$ cat src/rtl/core/rsmp_pkg.sv
// ----------------------------------------------------------------------------
// Systematic resampler package
// Shared field widths, status codes and the command and status words that
// pass between the controller and the datapath.
// ----------------------------------------------------------------------------
package rsmp_pkg;

	localparam int OFFSET_W = 16;
	localparam int INDEX_W  = 6;
	localparam int COUNT_W  = 7;
	localparam int RATIO_W  = 16;
	localparam int STATUS_W = 2;
	localparam int QUOT_W   = RATIO_W + 1;

	typedef enum logic [STATUS_W-1:0] {
		ST_OK         = 2'd0,
		ST_NEG_WEIGHT = 2'd1,
		ST_BAD_TOTAL  = 2'd2
	} status_t;

	typedef struct packed {
		logic load;
		logic setup;
		logic div_start;
		logic emit_err;
		logic read;
		logic mult;
		logic step;
		logic emit;
		logic advance;
		logic clear;
	} cmd_t;

	typedef struct packed {
		logic neg_weight;
		logic bad_total;
		logic div_done;
		logic below;
		logic out_done;
		logic out_last;
		logic out_pend;
	} sts_t;

endpackage

$ cat src/rtl/core/rsmp_ctrl.sv
// ----------------------------------------------------------------------------
// Systematic resampler controller
// Sequences loading, the total checks, the ratio division and the per
// particle read, multiply, walk and send steps.
// ----------------------------------------------------------------------------
module rsmp_ctrl (
	input  logic             clk,
	input  logic             arst_n,
	input  logic             in_valid,
	input  logic             in_last,
	output logic             in_ready,
	output rsmp_pkg::cmd_t   cmd,
	input  rsmp_pkg::sts_t   sts
);

	typedef enum logic [2:0] {
		S_LOAD,
		S_CHECK,
		S_DIV,
		S_READ,
		S_MULT,
		S_WALK,
		S_SEND
	} state_t;

	state_t state_q;
	logic   accept;
	logic   err;

	assign in_ready = (state_q == S_LOAD);
	assign accept   = in_valid && in_ready;
	assign err      = sts.neg_weight || sts.bad_total;

	always_comb begin
		cmd           = '0;
		cmd.load      = accept;
		cmd.setup     = (state_q == S_CHECK);
		cmd.div_start = (state_q == S_CHECK) && !err;
		cmd.emit_err  = (state_q == S_CHECK) && err;
		cmd.read      = (state_q == S_READ);
		cmd.mult      = (state_q == S_MULT);
		cmd.step      = (state_q == S_WALK) && sts.below;
		cmd.emit      = (state_q == S_WALK) && !sts.below;
		cmd.advance   = (state_q == S_SEND) && sts.out_done && !sts.out_last;
		cmd.clear     = (state_q == S_SEND) && sts.out_done && sts.out_last;
	end

	always_ff @(posedge clk or negedge arst_n) begin
		if (!arst_n) begin
			state_q <= S_LOAD;
		end else begin
			case (state_q)
				S_LOAD: begin
					if (accept && in_last) begin
						state_q <= S_CHECK;
					end
				end
				S_CHECK: begin
					state_q <= err ? S_SEND : S_DIV;
				end
				S_DIV: begin
					if (sts.div_done) begin
						state_q <= S_READ;
					end
				end
				S_READ: begin
					state_q <= S_MULT;
				end
				S_MULT: begin
					state_q <= S_WALK;
				end
				S_WALK: begin
					if (!sts.below) begin
						state_q <= S_SEND;
					end
				end
				S_SEND: begin
					if (sts.out_done) begin
						state_q <= sts.out_last ? S_LOAD : S_READ;
					end
				end
				default: begin
					state_q <= S_LOAD;
				end
			endcase
		end
	end

	a_pend_in_send: assert property (@(posedge clk) disable iff (!arst_n)
		sts.out_pend |-> (state_q == S_SEND))
		else $error("result word pending outside send state");

	a_run_returns: assert property (@(posedge clk) disable iff (!arst_n)
		cmd.clear |=> in_ready)
		else $error("weight channel not reopened after last result");

endmodule

$ cat config.mk
export PLATFORM = sky130hd
export DESIGN_NAME = rsmp_ctrl
export DESIGN_NICKNAME = d
export VERILOG_FILES = /design/src/rtl/core/rsmp_pkg.sv /design/src/rtl/core/rsmp_ctrl.sv
export SDC_FILE = /design/constraint.sdc
export NUM_CORES = 1
export LEC_CHECK = 0
export ABC_AREA = 1
export BUFFER_PORTS_ARGS = -buffer_cell sky130_fd_sc_hd__buf_2
export CAP_MARGIN = 20
export CORE_AREA = 3 3 40 42
export CTS_CLUSTER_SIZE = 30
export DETAILED_ROUTE_END_ITERATION = 12
export DIE_AREA = 0 0 43 45
export SETUP_SLACK_MARGIN = 0.05
export SLEW_MARGIN = 20
export SYNTH_ARGS = -nofsm -noshare
export SYNTH_HDL_FRONTEND = slang
export SYNTH_SLANG_ARGS = --single-unit
$ cat constraint.sdc
create_clock -name clk -period 1.2 [get_ports clk]
set_clock_uncertainty 0.05 [all_clocks]
set_input_delay 0 -clock clk [delete_from_list [all_inputs] [get_ports clk]]
set_output_delay 0 -clock clk [all_outputs]
set_load 0.01 [all_outputs]
# ---- Yosys cells after proc, flatten, opt, wreduce, memory -nomap -nowiden
# Index checks and enable logic that the tools add are counted.
dict set report word_totals {
  inputBits 11
  word_cells 33
  register_bits 3
}
dict set report op_classes {
  n_reduce_logical 15
  mux 7
  eq_ne 10
}
# cell n
set op_table {}
lappend op_table {{3-bit one-hot mux with 7 select lines} 1}
lappend op_table {{3-bit 2-to-1 mux} 5}
lappend op_table {{3-bit == test, second input constant} 3}
lappend op_table {{1-bit logical AND} 9}
lappend op_table {{3-bit by 2-bit == test with 1-bit output, second input constant} 2}
lappend op_table {{2-bit != test, second input constant} 3}
lappend op_table {{4-bit AND reduction} 1}
lappend op_table {{3-bit by 1-bit == test with 1-bit output, second input constant} 1}
lappend op_table {{1-bit logical NOT} 3}
lappend op_table {{3-bit logical NOT} 1}
lappend op_table {{2-bit 2-to-1 mux} 1}
lappend op_table {{2-bit by 1-bit != test with 1-bit output, second input constant} 1}
lappend op_table {{1-bit logical OR} 1}

# ---- Logic depth before layout (Yosys ltp)
dict set report depth {
  depth_word 5
  mapped_depth 8
  depth_no_buf 8
}

# ---- Least setup slack after synthesis
# OpenSTA, ideal clock, no wires.
dict set report synth_timing {
  path_kind {register to register}
  from {register state_q[0]}
  to {register state_q[1]}
  arrival_time_ns 0.915
  setup_ns 0.123
  slack_ns 0.112
  stages_incl_launch_ff 8
  path_buffers 1
  cell_sequence {dfrtp_1 -> buf_6 -> nor2_2 -> nand3_1 -> nand2_1 -> nor2_2 -> nand2_1 -> nand2_1}
}
dict set report synth_between {
  elab_chain_len 5
}
# element line_no
set synth_rtl {}
lappend synth_rtl {{start, declared} rsmp_ctrl.sv:26} ;# state_t state_q;
lappend synth_rtl {{start signal, assigned} rsmp_ctrl.sv:59} ;# state_q <= err ? S_SEND : S_DIV;
lappend synth_rtl {{start signal, assigned} rsmp_ctrl.sv:79} ;# state_q <= sts.out_last ? S_LOAD : S_READ;
lappend synth_rtl {{3-bit logical NOT} {rsmp_ctrl.sv:30, rsmp_ctrl.sv:52}}
lappend synth_rtl {{1-bit logical AND} rsmp_ctrl.sv:31} ;# assign accept = in_valid && in_ready;
lappend synth_rtl {{1-bit logical AND} rsmp_ctrl.sv:54} ;# if (accept && in_last) begin
lappend synth_rtl {{2-bit by 1-bit != test with 1-bit output (no source line)} -}
lappend synth_rtl {{4-bit AND reduction (no source line)} -}
# Parallel ways exist; a longest one is shown, timed or not.
# A chain may end at the register's enable or synchronous reset.

# ---- Final worst setup path
dict set report layout_timing {
  from {register state_q[1]}
  to {register state_q[1]}
}
# The elaborated chain is that of the path after synthesis.

==> impl_metrics.env <==
export IMPL_outcome="finished with violations"
export IMPL_violated_checks="setup timing"
export IMPL_slew_viol_final=0
export IMPL_insertedDiodeCount=0
export IMPL_clock_latency_ns=0.23
export IMPL_critPathTopFamily="flip-flops"
export IMPL_critPathMaxFanout=6
export IMPL_number_of_h_tree_levels=1
export IMPL_initial_core_util=0.277
export IMPL_clock_tree_from_tritoncts="yes"
export IMPL_largestRegisters="state_q (3)"
export IMPL_drt_vias_per_instance=4.29
export IMPL_antenna_left=0
export IMPL_clock_root_buffer="clkbuf_4"
export IMPL_reg2regPathDepth=7
export IMPL_cts_made_buffers=3
export IMPL_timing_critical_path_buf_inv=2
export IMPL_synth_simple_gate_area_share=0.532
export IMPL_clk_transition_reported_paths_ns=0.04
export IMPL_synthesis_instances=61
export IMPL_syn_nets=72
export IMPL_largest_register_ff_count=3
export IMPL_power_frac_seq=0.185
export IMPL_num_vias=463
export IMPL_netlist_area_um2=355
export IMPL_fin_cells=108
export IMPL_overflow=0
export IMPL_critical_path_class="flip-flop to flip-flop"
export IMPL_timing_critical_path_from="state_q[1]"
export IMPL_critPathMostFrequentCell="nand2_1"
export IMPL_core_area_um2=1280
export IMPL_worst_r2r_startpoint="state_q[1]"
export IMPL_post_synth_fa_ha_maj_area_fraction=0
export IMPL_synth_top_family_by_area="simple AND/OR/NAND/NOR gates"
export IMPL_power_switching_share=0.488
export IMPL_unrepaired_setup_endpoints_after_global_routing="yes"
export IMPL_final_critical_path_setup_slack_ns=-0.0820
export IMPL_rel_slew_slack=0.863
export IMPL_yosys_area_top_type="dfrtp_1"
export IMPL_power_combinational_fraction=0.704
export IMPL_post_synthesis_register_bit_count=3
export IMPL_drcViolationCount=0
export IMPL_io_buffer_count=20
export IMPL_endpoint_kind="flip-flop"
export IMPL_worst_hold_path_type="input pin to async pin"
export IMPL_post_route_min_period_ns=1.28
export IMPL_finalWirelength_mm=1.06
export IMPL_crit_path_max_incr_delay_ns=0.46
export IMPL_finalInstanceArea_um2=633
export IMPL_total_switching_power_mw=0.786
export IMPL_crit_arrival_ns=1.35
export IMPL_vdd_drop_max_mv=0.929
export IMPL_synth_sequential_area_ratio=0.211
export IMPL_final_layout_size_suffix_gt1_frac=0.591
export IMPL_synth_area_top_cells="dfrtp_1, nand2_1, inv_1"
export IMPL_synth_cell_type_count=17
export IMPL_die_area_um2=1940
export IMPL_netlist_area_leader_share=0.211
export IMPL_numClockSinks=3
export IMPL_final_hold_violation_count=0
export IMPL_timing_critical_path_slowest_stage_cell="dfrtp_2"
export IMPL_dieHeight_um=45
export IMPL_ctsLongestPathBuffers=2
export IMPL_leakagePower_nw=0.371
export IMPL_postPlaceCellArea_um2=459
export IMPL_area_growth_from_synthesis_to_layout_pct=78.2
export IMPL_antenna_found_initial=0
export IMPL_routabilityCongestion=0.750
export IMPL_achievable_frequency_mhz=780
export IMPL_start_kind="flip-flop"
export IMPL_synth_xor_area_share=0
export IMPL_intPower_mw=0.826
export IMPL_total_iterations_of_the_first_detailed_routing_run=3
export IMPL_synth_compound_area_share=0.0458
export IMPL_crit_share_post_route=1.07
export IMPL_layout_nets=105
export IMPL_max_cap_violations=0
export IMPL_largest_register="state_q"
export IMPL_route_detailed_wl_per_inst_um=9.78
export IMPL_final_core_utilization=0.493
export IMPL_p_per_area_nw_per_um2=2550
export IMPL_design_power_total_mw=1.61
export IMPL_critical_path_required_ns=1.27
export IMPL_die_w_um=43
export IMPL_clkPwrFrac=0.111
export IMPL_worst_pin_slew_ns=0.204
export IMPL_endpoint_of_the_most_critical_register_to_register_path="state_q[1]"
export IMPL_detailed_place_hpwl_um=686
export IMPL_rows=13
export IMPL_finalSetupViolCount=10
export IMPL_synth_area_mux_share=0
export IMPL_grt_usage=0.105
export IMPL_grt_first_pass_wirelength_mm=1.54
export IMPL_reg2reg_slack_ns=-0.08
export IMPL_drt_iter0_drc=7
export IMPL_largest_net_degree_at_the_start_of_global_routing=7
export IMPL_dp_cells=95
export IMPL_floorplan_io_pins=22
export IMPL_post_synth_cell_area_avg_um2=5.83
export IMPL_yosysWarnings=0
export IMPL_grt_pass1_vias=414
export IMPL_cell_by_cell_trace_of_the_critical_path="inv_4, buf_6, nor2_4, nand2_1, nand2_2, o21ai_0, nand2_1"
[how the worst max path moves through the flow]
stage | slack [ns] | depth (start not counted) | end
after floorplan | 0.11 | 7 | state_q[1]
after global placement | 0.003 | 7 | state_q[2]
after detailed placement | -0.03 | 7 | state_q[1]
after CTS | -0.04 | 6 | cmd[6]
after global routing | -0.16 | 7 | state_q[1]
final | -0.08 | 7 | state_q[1]
[area by class of cell]
type	instances	area (um2)
timing repair buffer	31	203
inverter	12	47.5
fill	123	652
multi-input combinational	43	259
tap	15	18.8
clock buffer	4	26.3
sequential	3	78.8
[layout by cell type (no fill, tap or decap), drive strengths merged]
master,n
nand4,1
a31oi,1
dfrtp,3
and3,1
or2,1
nor3,2
dlygate4sd3,1
nor2,12
inv,12
o21ai,2
nand3,4
nand2,19
clkbuf,4
buf,30
[timing repair]
item,in CTS,in global routing
hold buffers,1,0
pin swaps,0,6
cloned,0,0
setup endpoints to repair,14,14
setup buffers,6,2
resized for setup,13,11
hold endpoints to repair,3,0
[Yosys cell counts]
cell	n
nor2_2	4
o21ai_0	2
nor3_1	2
and3_1	1
or2_2	1
dfrtp_1	3
nand3_1	3
nand3_2	1
inv_1	10
nor2_1	8
nand2_1	18
inv_2	2
a31oi_1	1
nand4_2	1
buf_6	2
nand2_2	1
buf_4	1
[logic make-up after synthesis]
| logic type | count (synthesis) |
|---|---|
| AO/OA/AOI/OAI | 3 |
| buffers and inverters | 15 |
| flip-flops | 3 |
| AND/OR/NAND/NOR | 40 |
[layer usage]
metal / vias up / global-route usage / part of all wire
li1: 246 / - / -
met1: 206 / 0.116 / 0.39
met2: 11 / 0.189 / 0.56
met3: 0 / 0.0239 / 0.045
met4: 0 / 0.0542 / 0
met5: - / 0 / 0
[power groups by stage]
stage                     logic, mW  clock network, mW  registers, mW
after floorplan               0.658                  0          0.194
after global placement        0.711                  0          0.283
after detailed placement      0.717                  0          0.283
after CTS                     0.929              0.181          0.299
after global routing           1.25              0.192          0.308
final                          1.14              0.179          0.298
[worst reg2reg max path, cell delays in order, from the launching register on]
cell     delay (ns)
dfrtp_2        0.46
inv_4          0.13
buf_6          0.11
nor2_4         0.03
nand2_1        0.08
nand2_2        0.08
o21ai_0        0.16
nand2_1        0.06
[metrics by stage]
step	hold WS [ns]	TNS, ns	setup slack (ns)
after floorplan	-0.346	0	0.112
after global placement	-0.251	0	0.00263
after detailed placement	-0.253	-0.0460	-0.0256
after CTS	0.0421	-0.146	-0.0358
after global routing	0.0348	-1.31	-0.164
final	0.0367	-0.269	-0.0820
Note: power is estimated with default switching activity, not from simulation.
